### src/rtl/nru_page_replacement_core_macros.svh
// Assertion macros for the NRU page replacement core.
// Needs clk and arst_n in the scope of every use; no other dependency.
`ifndef NRU_PAGE_REPLACEMENT_CORE_MACROS_SVH
`define NRU_PAGE_REPLACEMENT_CORE_MACROS_SVH
`ifndef SYNTHESIS
// plain invariant, checked at every edge out of reset
`define NRU_ASSERT(lbl, cond, msg) \
	lbl: assert property (@(posedge clk) disable iff (!arst_n) (cond)) else $error(msg);
// same-cycle implication
`define NRU_ASSERT_IMPL(lbl, ante, cons, msg) \
	lbl: assert property (@(posedge clk) disable iff (!arst_n) (ante) |-> (cons)) \
		else $error(msg);
// next-cycle implication
`define NRU_ASSERT_NEXT(lbl, ante, cons, msg) \
	lbl: assert property (@(posedge clk) disable iff (!arst_n) (ante) |=> (cons)) \
		else $error(msg);
`else
`define NRU_ASSERT(lbl, cond, msg)
`define NRU_ASSERT_IMPL(lbl, ante, cons, msg)
`define NRU_ASSERT_NEXT(lbl, ante, cons, msg)
`endif
`endif

### src/rtl/nru_pkg.sv
// Shared types and constants of the NRU page replacement core.
// No dependencies; imported by the memory, modulo unit and top level.
package nru_pkg;

	localparam int PAGE_COUNT_DEF = 64;
	localparam int ADDR_W_MAX     = 10;
	localparam int PAGE_W         = 6;
	localparam int LFSR_W         = 16;
	localparam int INTERVAL_W     = 8;
	localparam int CFG_W          = 16;

	typedef enum logic [1:0] {
		OP_ACCESS = 2'd0,
		OP_LOAD   = 2'd1,
		OP_EVICT  = 2'd2,
		OP_VICTIM = 2'd3
	} op_t;

	typedef enum logic {
		CFG_CLEAR_INTERVAL = 1'b0,
		CFG_RANDOM_SEED    = 1'b1
	} cfg_idx_t;

	localparam logic STATUS_DONE  = 1'b0;
	localparam logic STATUS_EMPTY = 1'b1;

	localparam logic [LFSR_W-1:0] LFSR_RESET   = 16'd1;
	localparam logic [INTERVAL_W-1:0] INTERVAL_RESET = 8'd8;

	typedef struct packed {
		op_t                opcode;
		logic [PAGE_W-1:0]  page;
		logic               is_write;
	} req_t;

	typedef struct packed {
		logic [PAGE_W-1:0]  victim_page;
		logic [1:0]         victim_class;
		logic               status;
	} rsp_t;

	typedef struct packed {
		logic present;
		logic dirty;
	} pd_bits_t;

	typedef struct packed {
		logic present;
		logic referenced;
		logic dirty;
	} page_bits_t;

	// one read port and one write address shared by both arrays
	typedef struct packed {
		logic                  rd_en;
		logic [ADDR_W_MAX-1:0] rd_addr;
		logic                  pd_we;
		pd_bits_t              pd_wdata;
		logic                  r_we;
		logic                  r_wdata;
		logic [ADDR_W_MAX-1:0] wr_addr;
	} mem_req_t;

endpackage

### src/rtl/nru_chan_if.sv
// Valid/ready channel carrying one payload per transaction.
// Payload type is set per instance; no package dependency.
interface nru_chan_if #(
	parameter type payload_t = logic
) ();
	logic     valid;
	logic     ready;
	payload_t data;

	modport source (output valid, output data, input ready);
	modport sink (input valid, input data, output ready);
endinterface

### src/rtl/nru_page_replacement_core.sv
// Not-recently-used page replacement core: controller, counters, LFSR.
// Uses nru_pkg, nru_chan_if, nru_mem, nru_mod and the assertion macros.
//
// Usage:
//  - req (sink): one transaction per operation {opcode, page, is_write}.
//    rsp (source): exactly one transaction per request
//    {victim_page, victim_class, status}, in request order.
//  - cfg_we/cfg_index/cfg_data write clear_interval (index 0) or
//    random_seed (index 1, also loads the LFSR; zero loads 1). Write only
//    while the core is idle.
//  - One operation is in flight at a time. Access, load and evict read and
//    write back one memory entry, then the response is loaded into the
//    output register. An access that hits the clear interval is followed by
//    a sweep over every entry clearing all referenced bits.
//  - Victim search makes two passes over the memory (count classes, then
//    locate the chosen member) around an iterative modulo, one read per
//    entry on the single read port; an empty table ends after the count.
//  - Reset: a sweep zeroes all entries; req.ready is low until it ends.
//    Config writes are taken meanwhile.
//  - A stalled rsp holds its transaction; the core still takes the next
//    request and parks its result until the output register frees.
`include "nru_page_replacement_core_macros.svh"
module nru_page_replacement_core
	import nru_pkg::*;
#(
	parameter int PAGE_COUNT = PAGE_COUNT_DEF
) (
	input  logic            clk,
	input  logic            arst_n,
	nru_chan_if.sink        req,
	nru_chan_if.source      rsp,
	input  logic            cfg_we,
	input  cfg_idx_t        cfg_index,
	input  logic [CFG_W-1:0] cfg_data
);
	localparam int AW = $clog2(PAGE_COUNT);
	localparam int CW = $clog2(PAGE_COUNT + 1);
	localparam logic [AW-1:0] LAST = AW'(PAGE_COUNT - 1);

	typedef enum logic [7:0] {
		ST_CLEAR = 8'b0000_0001,
		ST_IDLE  = 8'b0000_0010,
		ST_OPWR  = 8'b0000_0100,
		ST_RESP  = 8'b0000_1000,
		ST_CNT   = 8'b0001_0000,
		ST_SEL   = 8'b0010_0000,
		ST_MOD   = 8'b0100_0000,
		ST_PICK  = 8'b1000_0000
	} state_t;

	function automatic logic [LFSR_W-1:0] lfsr_next(input logic [LFSR_W-1:0] v);
		logic fb;
		fb = v[15] ^ v[13] ^ v[12] ^ v[10];
		return {v[LFSR_W-2:0], fb};
	endfunction

	state_t                state_q;
	op_t                   op_q;
	logic                  wr_q;
	logic                  ok_q;
	logic [INTERVAL_W-1:0] interval_q;
	logic [INTERVAL_W-1:0] counter_q;
	logic [LFSR_W-1:0]     lfsr_q;
	logic                  clr_all_q;
	logic                  clr_pend_q;
	logic [AW-1:0]         scan_addr_q;
	logic                  issue_done_q;
	logic                  rd_vld_s1;
	logic [AW-1:0]         rd_addr_s1;
	logic [CW-1:0]         counts_q [4];
	logic [1:0]            best_q;
	logic [CW-1:0]         sel_cnt_q;
	logic [CW-1:0]         pick_q;
	logic [CW-1:0]         seen_q;
	logic                  found_q;
	logic [AW-1:0]         victim_q;
	rsp_t                  res_q;
	logic                  out_valid_q;
	rsp_t                  out_data_q;

	mem_req_t              mreq;
	page_bits_t            rdata;
	logic                  acc;
	logic                  in_ok;
	logic                  issue_en;
	logic [1:0]            rd_cls;
	logic                  match;
	logic                  hit_now;
	logic                  scan_last;
	logic                  sel_none;
	logic [1:0]            sel_best;
	logic [CW-1:0]         sel_cnt;
	logic                  mod_start;
	logic                  mod_done;
	logic [CW-1:0]         mod_rem;
	logic                  out_free;
	logic [AW-1:0]         pick_addr;

	assign req.ready = (state_q == ST_IDLE);
	assign rsp.valid = out_valid_q;
	assign rsp.data  = out_data_q;

	assign acc      = req.valid && req.ready;
	assign in_ok    = int'(req.data.page) < PAGE_COUNT;
	assign issue_en = ((state_q == ST_CNT) || (state_q == ST_PICK)) && !issue_done_q;
	assign rd_cls   = {rdata.referenced, rdata.dirty};
	assign scan_last = rd_vld_s1 && (rd_addr_s1 == LAST);
	assign match    = rd_vld_s1 && rdata.present && (rd_cls == best_q) && !found_q;
	assign hit_now  = (state_q == ST_PICK) && match && (seen_q == pick_q);
	assign pick_addr = hit_now ? rd_addr_s1 : victim_q;
	assign out_free = !out_valid_q || rsp.ready;
	assign mod_start = (state_q == ST_SEL) && !sel_none;

	// lowest non-empty class
	always_comb begin
		sel_none = 1'b0;
		sel_best = 2'd0;
		sel_cnt  = counts_q[0];
		priority if (counts_q[0] != '0) begin
			sel_best = 2'd0;
			sel_cnt  = counts_q[0];
		end else if (counts_q[1] != '0) begin
			sel_best = 2'd1;
			sel_cnt  = counts_q[1];
		end else if (counts_q[2] != '0) begin
			sel_best = 2'd2;
			sel_cnt  = counts_q[2];
		end else if (counts_q[3] != '0) begin
			sel_best = 2'd3;
			sel_cnt  = counts_q[3];
		end else begin
			sel_none = 1'b1;
		end
	end

	// memory requests
	always_comb begin
		mreq = '0;
		if (acc && in_ok && (req.data.opcode != OP_VICTIM)) begin
			mreq.rd_en   = 1'b1;
			mreq.rd_addr = ADDR_W_MAX'(AW'(req.data.page));
		end
		if (issue_en) begin
			mreq.rd_en   = 1'b1;
			mreq.rd_addr = ADDR_W_MAX'(scan_addr_q);
		end
		if (state_q == ST_OPWR && ok_q) begin
			mreq.wr_addr = ADDR_W_MAX'(victim_q);
			unique case (op_q)
				OP_ACCESS: begin
					mreq.pd_we    = 1'b1;
					mreq.pd_wdata = '{present: rdata.present, dirty: rdata.dirty | wr_q};
					mreq.r_we     = 1'b1;
					mreq.r_wdata  = 1'b1;
				end
				OP_LOAD: begin
					mreq.pd_we    = 1'b1;
					mreq.pd_wdata = '{present: 1'b1, dirty: rdata.dirty};
				end
				OP_EVICT: begin
					mreq.pd_we    = 1'b1;
					mreq.pd_wdata = '{present: 1'b0, dirty: 1'b0};
				end
				default: begin
					mreq.pd_we = 1'b0;
				end
			endcase
		end
		if (state_q == ST_CLEAR) begin
			// reset sweep zeroes everything, interval sweep only referenced
			mreq.wr_addr  = ADDR_W_MAX'(scan_addr_q);
			mreq.r_we     = 1'b1;
			mreq.r_wdata  = 1'b0;
			mreq.pd_we    = clr_all_q;
			mreq.pd_wdata = '0;
		end
	end

	// control
	always_ff @(posedge clk or negedge arst_n) begin
		if (!arst_n) begin
			state_q      <= ST_CLEAR;
			clr_all_q    <= 1'b1;
			clr_pend_q   <= 1'b0;
			scan_addr_q  <= '0;
			issue_done_q <= 1'b0;
			rd_vld_s1    <= 1'b0;
			found_q      <= 1'b0;
			out_valid_q  <= 1'b0;
			counter_q    <= '0;
			interval_q   <= INTERVAL_RESET;
			lfsr_q       <= LFSR_RESET;
		end else begin
			rd_vld_s1 <= issue_en;
			if (issue_en) begin
				if (scan_addr_q == LAST) begin
					issue_done_q <= 1'b1;
				end else begin
					scan_addr_q <= scan_addr_q + AW'(1);
				end
			end
			if (out_valid_q && rsp.ready) begin
				out_valid_q <= 1'b0;
			end

			unique case (state_q)
				ST_CLEAR: begin
					if (scan_addr_q == LAST) begin
						scan_addr_q <= '0;
						clr_all_q   <= 1'b0;
						clr_pend_q  <= 1'b0;
						state_q     <= ST_IDLE;
					end else begin
						scan_addr_q <= scan_addr_q + AW'(1);
					end
				end
				ST_IDLE: begin
					if (acc) begin
						scan_addr_q  <= '0;
						issue_done_q <= 1'b0;
						if (req.data.opcode == OP_VICTIM) begin
							state_q <= ST_CNT;
						end else begin
							state_q <= ST_OPWR;
						end
					end
				end
				ST_OPWR: begin
					if (ok_q && op_q == OP_ACCESS) begin
						if (counter_q == interval_q) begin
							counter_q  <= '0;
							clr_pend_q <= 1'b1;
						end else begin
							counter_q <= counter_q + INTERVAL_W'(1);
						end
					end
					state_q <= ST_RESP;
				end
				ST_RESP: begin
					if (out_free) begin
						out_valid_q <= 1'b1;
						scan_addr_q <= '0;
						state_q     <= clr_pend_q ? ST_CLEAR : ST_IDLE;
					end
				end
				ST_CNT: begin
					if (scan_last) begin
						state_q <= ST_SEL;
					end
				end
				ST_SEL: begin
					state_q <= sel_none ? ST_RESP : ST_MOD;
				end
				ST_MOD: begin
					if (mod_done) begin
						lfsr_q       <= lfsr_next(lfsr_q);
						scan_addr_q  <= '0;
						issue_done_q <= 1'b0;
						found_q      <= 1'b0;
						state_q      <= ST_PICK;
					end
				end
				ST_PICK: begin
					if (hit_now) begin
						found_q <= 1'b1;
					end
					if (scan_last) begin
						state_q <= ST_RESP;
					end
				end
				default: begin
					state_q <= ST_IDLE;
				end
			endcase

			if (cfg_we) begin
				unique case (cfg_index)
					CFG_CLEAR_INTERVAL: interval_q <= cfg_data[INTERVAL_W-1:0];
					CFG_RANDOM_SEED:    lfsr_q <= (cfg_data == '0) ? LFSR_RESET : cfg_data;
					default:            interval_q <= interval_q;
				endcase
			end
		end
	end

	// datapath
	always_ff @(posedge clk) begin
		rd_addr_s1 <= scan_addr_q;
		if (acc) begin
			op_q     <= req.data.opcode;
			wr_q     <= req.data.is_write;
			ok_q     <= in_ok;
			victim_q <= AW'(req.data.page);
			for (int c = 0; c < 4; c++) begin
				counts_q[c] <= '0;
			end
		end
		if (state_q == ST_OPWR) begin
			res_q <= '{victim_page: '0, victim_class: 2'd0, status: STATUS_DONE};
		end
		if (state_q == ST_CNT && rd_vld_s1 && rdata.present) begin
			for (int c = 0; c < 4; c++) begin
				if (rd_cls == 2'(c)) begin
					counts_q[c] <= counts_q[c] + CW'(1);
				end
			end
		end
		if (state_q == ST_SEL) begin
			best_q    <= sel_best;
			sel_cnt_q <= sel_cnt;
			res_q     <= '{victim_page: '0, victim_class: 2'd0, status: STATUS_EMPTY};
		end
		if (state_q == ST_MOD && mod_done) begin
			pick_q <= mod_rem;
			seen_q <= '0;
		end
		if (state_q == ST_PICK) begin
			if (match && !hit_now) begin
				seen_q <= seen_q + CW'(1);
			end
			if (hit_now) begin
				victim_q <= rd_addr_s1;
			end
			if (scan_last) begin
				res_q <= '{victim_page: PAGE_W'(pick_addr), victim_class: best_q,
					status: STATUS_DONE};
			end
		end
		if (state_q == ST_RESP && out_free) begin
			out_data_q <= res_q;
		end
	end

	nru_mem #(
		.PAGE_COUNT (PAGE_COUNT)
	) u_mem (
		.clk   (clk),
		.mreq  (mreq),
		.rdata (rdata)
	);

	nru_mod #(
		.PAGE_COUNT (PAGE_COUNT)
	) u_mod (
		.clk      (clk),
		.arst_n   (arst_n),
		.start    (mod_start),
		.dividend (lfsr_q),
		.divisor  (sel_cnt),
		.done     (mod_done),
		.rem      (mod_rem)
	);

	`NRU_ASSERT(a_lfsr_nonzero, lfsr_q != '0, "LFSR reached the all-zero lockup value")
	`NRU_ASSERT_IMPL(a_mod_range, (state_q == ST_MOD) && mod_done, mod_rem < sel_cnt_q, "modulo result not below class count")
	`NRU_ASSERT_IMPL(a_pick_found, (state_q == ST_PICK) && scan_last, found_q || hit_now, "victim scan ended without locating chosen member")
	`NRU_ASSERT_IMPL(a_empty_zero, out_valid_q && (out_data_q.status == STATUS_EMPTY), (out_data_q.victim_page == '0) && (out_data_q.victim_class == 2'd0), "empty search response carries nonzero fields")
endmodule

### src/rtl/nru_mem.sv
// Page state storage: present/dirty array and referenced array.
// Uses nru_pkg; one registered read port, one write address per cycle.
module nru_mem
	import nru_pkg::*;
#(
	parameter int PAGE_COUNT = PAGE_COUNT_DEF
) (
	input  logic       clk,
	input  mem_req_t   mreq,
	output page_bits_t rdata
);
	localparam int AW = $clog2(PAGE_COUNT);

	pd_bits_t pd_mem [PAGE_COUNT];
	logic     r_mem  [PAGE_COUNT];

	always_ff @(posedge clk) begin
		if (mreq.pd_we) begin
			pd_mem[mreq.wr_addr[AW-1:0]] <= mreq.pd_wdata;
		end
		if (mreq.r_we) begin
			r_mem[mreq.wr_addr[AW-1:0]] <= mreq.r_wdata;
		end
	end

	always_ff @(posedge clk) begin
		if (mreq.rd_en) begin
			rdata.present    <= pd_mem[mreq.rd_addr[AW-1:0]].present;
			rdata.dirty      <= pd_mem[mreq.rd_addr[AW-1:0]].dirty;
			rdata.referenced <= r_mem[mreq.rd_addr[AW-1:0]];
		end
	end
endmodule

### src/rtl/nru_mod.sv
// Iterative restoring modulo: LFSR value mod class count, one bit a cycle.
// Uses nru_pkg for the dividend width.
module nru_mod
	import nru_pkg::*;
#(
	parameter int PAGE_COUNT = PAGE_COUNT_DEF
) (
	input  logic              clk,
	input  logic              arst_n,
	input  logic              start,
	input  logic [LFSR_W-1:0] dividend,
	input  logic [$clog2(PAGE_COUNT+1)-1:0] divisor,
	output logic              done,
	output logic [$clog2(PAGE_COUNT+1)-1:0] rem
);
	localparam int CW = $clog2(PAGE_COUNT + 1);
	localparam int SW = $clog2(LFSR_W + 1);

	logic [CW-1:0]     rem_q;
	logic [CW-1:0]     div_q;
	logic [LFSR_W-1:0] quo_q;
	logic [SW-1:0]     step_q;
	logic              busy_q;
	logic              done_q;
	logic [CW:0]       trial;
	logic [CW:0]       diff;

	assign trial = {rem_q, quo_q[LFSR_W-1]};
	assign diff  = trial - {1'b0, div_q};

	always_ff @(posedge clk or negedge arst_n) begin
		if (!arst_n) begin
			busy_q <= 1'b0;
			done_q <= 1'b0;
			step_q <= '0;
		end else begin
			done_q <= 1'b0;
			if (start) begin
				busy_q <= 1'b1;
				step_q <= SW'(LFSR_W);
			end else if (busy_q) begin
				step_q <= step_q - SW'(1);
				if (step_q == SW'(1)) begin
					busy_q <= 1'b0;
					done_q <= 1'b1;
				end
			end
		end
	end

	always_ff @(posedge clk) begin
		if (start) begin
			rem_q <= '0;
			div_q <= divisor;
			quo_q <= dividend;
		end else if (busy_q) begin
			quo_q <= {quo_q[LFSR_W-2:0], 1'b0};
			if (trial >= {1'b0, div_q}) begin
				rem_q <= diff[CW-1:0];
			end else begin
				rem_q <= trial[CW-1:0];
			end
		end
	end

	assign done = done_q;
	assign rem  = rem_q;
endmodule

### src/flat_wrapper.sv
// flat-port wrapper written by rule: the top's interface ports become plain ports
module nru_page_replacement_core_flat import nru_pkg::*;
#(
	parameter int PAGE_COUNT = PAGE_COUNT_DEF
)
  (clk, arst_n, cfg_we, cfg_index, cfg_data, req_valid, req_data, req_ready, rsp_valid, rsp_data, rsp_ready);
  nru_chan_if #(.payload_t(req_t)) req_i ();
  nru_chan_if #(.payload_t(rsp_t)) rsp_i ();
  input  logic clk;
  input  logic arst_n;
  input  logic cfg_we;
  input  cfg_idx_t cfg_index;
  input  logic [CFG_W-1:0] cfg_data;
  input wire logic [$bits(req_i.valid)-1:0] req_valid;
  input wire logic [$bits(req_i.data)-1:0] req_data;
  output wire logic [$bits(req_i.ready)-1:0] req_ready;
  output wire logic [$bits(rsp_i.valid)-1:0] rsp_valid;
  output wire logic [$bits(rsp_i.data)-1:0] rsp_data;
  input wire logic [$bits(rsp_i.ready)-1:0] rsp_ready;
  assign req_i.valid = req_valid;
  assign req_i.data = req_data;
  assign req_ready = req_i.ready;
  assign rsp_valid = rsp_i.valid;
  assign rsp_data = rsp_i.data;
  assign rsp_i.ready = rsp_ready;
  nru_page_replacement_core #(.PAGE_COUNT(PAGE_COUNT)) u_core (.clk(clk), .arst_n(arst_n), .req(req_i), .rsp(rsp_i), .cfg_we(cfg_we), .cfg_index(cfg_index), .cfg_data(cfg_data));
endmodule
### config.mk
export PLATFORM = sky130hd
export DESIGN_NAME = nru_page_replacement_core_flat
export DESIGN_NICKNAME = d
export VERILOG_FILES = /design/src/rtl/nru_pkg.sv /design/src/rtl/nru_chan_if.sv /design/src/rtl/nru_page_replacement_core.sv /design/src/rtl/nru_mem.sv /design/src/rtl/nru_mod.sv /design/src/flat_wrapper.sv
export VERILOG_INCLUDE_DIRS = /design/src /design/src/rtl
export SDC_FILE = /design/constraint.sdc
export NUM_CORES = 1
export LEC_CHECK = 0
export BUFFER_PORTS_ARGS = -buffer_cell sky130_fd_sc_hd__buf_2
export CAP_MARGIN = 20
export CORE_UTILIZATION = 32
export CTS_CLUSTER_SIZE = 40
export DETAILED_ROUTE_END_ITERATION = 8
export MAX_ROUTING_LAYER = met4
export PLACE_DENSITY_LB_ADDON = 0.12
export SLEW_MARGIN = 5
export SYNTH_ARGS = -nofsm -noshare
export SYNTH_HDL_FRONTEND = slang
export SYNTH_SLANG_ARGS = --single-unit
### constraint.sdc
create_clock -name clk -period 6.9 [get_ports clk]
set_clock_uncertainty 0.2 [all_clocks]
set_input_delay 1.38 -clock clk [delete_from_list [all_inputs] [get_ports clk]]
set_output_delay 1.38 -clock clk [all_outputs]
set_load 0.02 [all_outputs]
==> results.txt <==
- For the worst setup path, the data required time is 7.01 ns.
- The routed design could run at a clock period as short as 4.415 ns.
- Global routing finished with a remaining overflow of 0.
- Final instance area: 19440 um2
- Worst setup slack after layout: 2.485 ns
- Global-route wire length before repair: 74760 um
- The number of gates resized after CTS was 0.
- In this run the post-CTS setup repair buffer count came out at 0.
- Die outline area: 54310 um2
- For the pin with the worst max-slew slack, the measured transition is 1.121 ns.
- In the final layout, the share of cells above drive strength 1 is 0.1108.
* WS Path Type: flop to flop
- Total number of vias: 11805
- Post-synthesis sequential area ratio: 0.5970
- Worst VDD drop: 0.0002029 V
* Effective utilization at floorplan: 0.3244
* DP Wirelength: 32530 um
* Unrepaired setup endpoints after global routing: false
* Fill cell count: 5217
- Hold repair after CTS inserted 0 buffers.
- The via count of the first global-routing pass was 11983.
- The worst setup path is launched from a flop.
- Initial antenna violation count: 2
* Worst slew margin relative to its limit: 0.2524
* CTS Buf Count: 43
- Average routed wire per standard cell: 21.51 um
- Flip-flop and latch count after synthesis: 361
- Area of the core: 52660 um2
* Post-synthesis cell area: 17080 um2
- Count of input and output buffers: 41
* Fraction of synthesis flops using an asynchronous set or reset pin: 0.1634
- Chip height: 233.1 um
* Initial DRT Pass Iterations: 5
- Std cell rows: 84
- Max-cap violations in this run came to 0.
- Number of sinks on the clock net: 361
- Commonest register cell after synthesis: edfxtp_1
* CTS tree: yes
- Largest net degree at the start of global routing: 65
* Cell count after synthesis: 1507
- Averaged over all synthesized cells, the footprint is 11.34 um2.
- Setup tns final: 0 ns
* Finish-stage setup viols: 0
- In the global route stage, overall resource usage came out at 0.1892.
* DR iter-0 viols: 907
- The placed instances occupy a cell area of 18050 um2.
* Pleak: 6.869 nW
- Run status: finished, final reports clean
* Clock latency reported for the late side of the worst-skew pair: 0.56 ns
- After clock tree synthesis, the clock-pin slew on the worst setup and hold paths is 0.06 ns.
* EDFF count, synth: 267
- The routed design has 48780 um of wire.
- Final hold violations: 0
- The count of nets left with antenna violations once routing finished came out at 0.
* Portion of the clock cycle consumed by the worst path in the final layout: 0.6399
- Critical-path maximum fanout: 13
- Top-level I/O count: 42
* Warnings, synthesis: 0
- Clk root buf: clkbuf_16
- Counting distinct cell types in the post-synthesis netlist gives 80.
- The clock tree synthesis step divided the H-tree into 2 levels.
- Number of nets in the layout: 1601
- For this run, design rule violations remaining after detail routing come to 0.
* Post-DR vias/cell: 5.205
- Final number of max-transition violations: 0
- The longest clock path from root to sink contains 3 buffers.
- The area growth from synthesis to layout is 13.78%.
- GPL Wtd Cong: 0.8818
* Minimum setup slack after placement: 2.265 ns
- Highest clock rate: 0.2265 GHz
- The number of nets in the synthesized netlist is 1560.
* Capturing element type of the critical path: flop
- Class of the most critical hold timing path: flop to flop
* Die boundary width: 233.1 um
* Pwr/cell area: 332.0 nW/um2
- Worst Path Arrival: 4.53 ns
[cell usage in the layout (no fill, tap or decap), drive strengths merged, types with 7 or more instances in the layout]
cell | Yosys | final
a22o | 9 | 9
xnor2 | 31 | 31
clkinv | 0 | 12
buf | 36 | 63
nand2b | 11 | 11
dfxtp | 35 | 35
edfxtp | 267 | 267
and3 | 27 | 27
nand2 | 177 | 177
and2 | 7 | 7
mux2 | 19 | 19
xor2 | 21 | 21
nor2b | 15 | 15
ha | 21 | 21
a211oi | 47 | 47
o22ai | 9 | 9
nor3 | 19 | 19
nor4 | 10 | 10
inv | 41 | 41
nand3b | 12 | 12
nor3b | 28 | 28
a21oi | 44 | 44
a31oi | 8 | 8
nand4 | 17 | 17
mux2i | 71 | 71
clkbuf | 32 | 59
a211o | 11 | 11
nor2 | 222 | 222
dfrtp | 55 | 55
a22oi | 9 | 9
nand3 | 34 | 34
o21ai | 81 | 81
[report_power, final]
part	internal, mW	total (mW)	switching, mW
logic	0.508	1.35	0.843
clock network	1.34	2.24	0.901
registers	2.60	2.86	0.264
total	4.44	6.45	2.01
[kinds of logic after synthesis]
logic type / count (synthesis) / share of synthesized area
and+or+nand+nor: 599 / 0.1669
buffers and inverters: 109 / 0.03127
AOI/OAI and AO/OA: 274 / 0.1070
DFF: 361 / 0.5970
xor gates and xnor gates: 52 / 0.02710
muxes: 90 / 0.05412
adders and majority gates: 22 / 0.01655
[flip-flops by register name, indices dropped and copies added, names as in the netlist, 7 cells and up]
signal	count
u_core.u_mem.pd_mem	128
u_core.u_mem.r_mem	64
u_core.counts_q	28
u_core.lfsr_q	16
u_core.u_mod.quo_q	16
u_core.res_q	9
u_core.rsp.data	9
u_core.counter_q	8
u_core.interval_q	8
u_core.state_q	8
u_core.pick_q	7
u_core.seen_q	7
u_core.u_mod.div_q	7
u_core.u_mod.rem	7
[path summary, 6_finish.rpt]
kind / from / to / slack (ns) / cells after the start
max in group asynchronous: arst_n / u_core.interval_q[1] / 5.13 / 2
hold reg to reg: u_core.res_q[4] / u_core.rsp.data[4] / 0.23 / 0
setup reg to reg: u_core.state_q[5] / u_core.u_mem.rdata[1] / 2.48 / 9
min in group asynchronous: arst_n / u_core.rsp.valid / 0.81 / 2
hold / removal: u_core.res_q[4] / u_core.rsp.data[4] / 0.23 / 0
setup / recovery: u_core.state_q[5] / u_core.u_mem.rdata[1] / 2.48 / 9
[cells in the mapped netlist, types with 9 or more instances]
| cell | count | share of area |
|---|---|---|
| buf_2 | 19 | 0.0056 |
| o21ai_0 | 78 | 0.023 |
| xnor2_1 | 31 | 0.016 |
| nor2_1 | 221 | 0.049 |
| a21oi_1 | 42 | 0.012 |
| a22o_1 | 9 | 0.0046 |
| dfrtp_1 | 55 | 0.081 |
| ha_1 | 21 | 0.015 |
| mux2i_1 | 71 | 0.042 |
| mux2_2 | 18 | 0.012 |
| nand3_1 | 34 | 0.010 |
| dfxtp_1 | 35 | 0.041 |
| a211o_1 | 11 | 0.0056 |
| nand2_1 | 177 | 0.039 |
| nor3_1 | 16 | 0.0047 |
| and3_1 | 27 | 0.0099 |
| edfxtp_1 | 267 | 0.47 |
| nor4_1 | 9 | 0.0033 |
| a211oi_1 | 46 | 0.020 |
| clkbuf_1 | 32 | 0.0070 |
| inv_1 | 38 | 0.0083 |
| nor2b_1 | 15 | 0.0055 |
| nand4_1 | 15 | 0.0055 |
| nand3b_1 | 12 | 0.0053 |
| nand2b_1 | 11 | 0.0040 |
| xor2_1 | 20 | 0.010 |
| nor3b_1 | 27 | 0.012 |
[final cells by class]
class / instances / area (um2) / area share
Timing Repair Buffer: 64 / 475.5 / 0.02446
Clock buffer: 58 / 1215 / 0.06250
Antenna cell: 1 / 2.502 / 0.0001287
Clock inverter: 18 / 167.7 / 0.008626
Multi-Input combinational cell: 1037 / 6362 / 0.3273
Inverter: 41 / 153.9 / 0.007918
Tap cell: 688 / 860.8 / 0.04429
Sequential cell: 361 / 10200 / 0.5248
[critical path, stage by stage (launching register included)]
cell and delay [ns]:
dfrtp_1 0.46, nor3_2 0.66, nand4_2 0.50, inv_1 0.51, a22o_1 0.62, buf_4 0.37, a211oi_1 0.11, nor3_1 0.32
o21ai_0 0.15, and4b_1 0.26
[layer usage]
layer / share of wire / wire (um) / vias to the layer above / track usage
li1: - / - / 5588 / -
met1: 0.45 / 21800 / 5865 / 0.2386
met2: 0.48 / 23530 / 264 / 0.3116
met3: 0.042 / 2052 / 88 / 0.02856
met4: 0.029 / 1404 / 0 / 0.06005
met5: 0 / 0 / - / -
[stage by stage]
| stage | instances | utilization | power, mW | hold slack [ns] |
|---|---|---|---|---|
| 2_1_floorplan | 1507 | - | 3.771 | 0.1454 |
| 3_3_place_gp | 2185 | 0.3401 | 4.221 | 0.2198 |
| 3_5_place_dp | 2190 | 0.3427 | 4.255 | 0.2232 |
| 4_1_cts | 2266 | 0.3690 | 6.528 | 0.2355 |
| 5_1_grt | 2268 | 0.3691 | 6.781 | 0.2587 |
| 6_report | 2268 | 0.3691 | 6.453 | 0.2339 |
No activity file was read; power rests on OpenSTA's default activity.
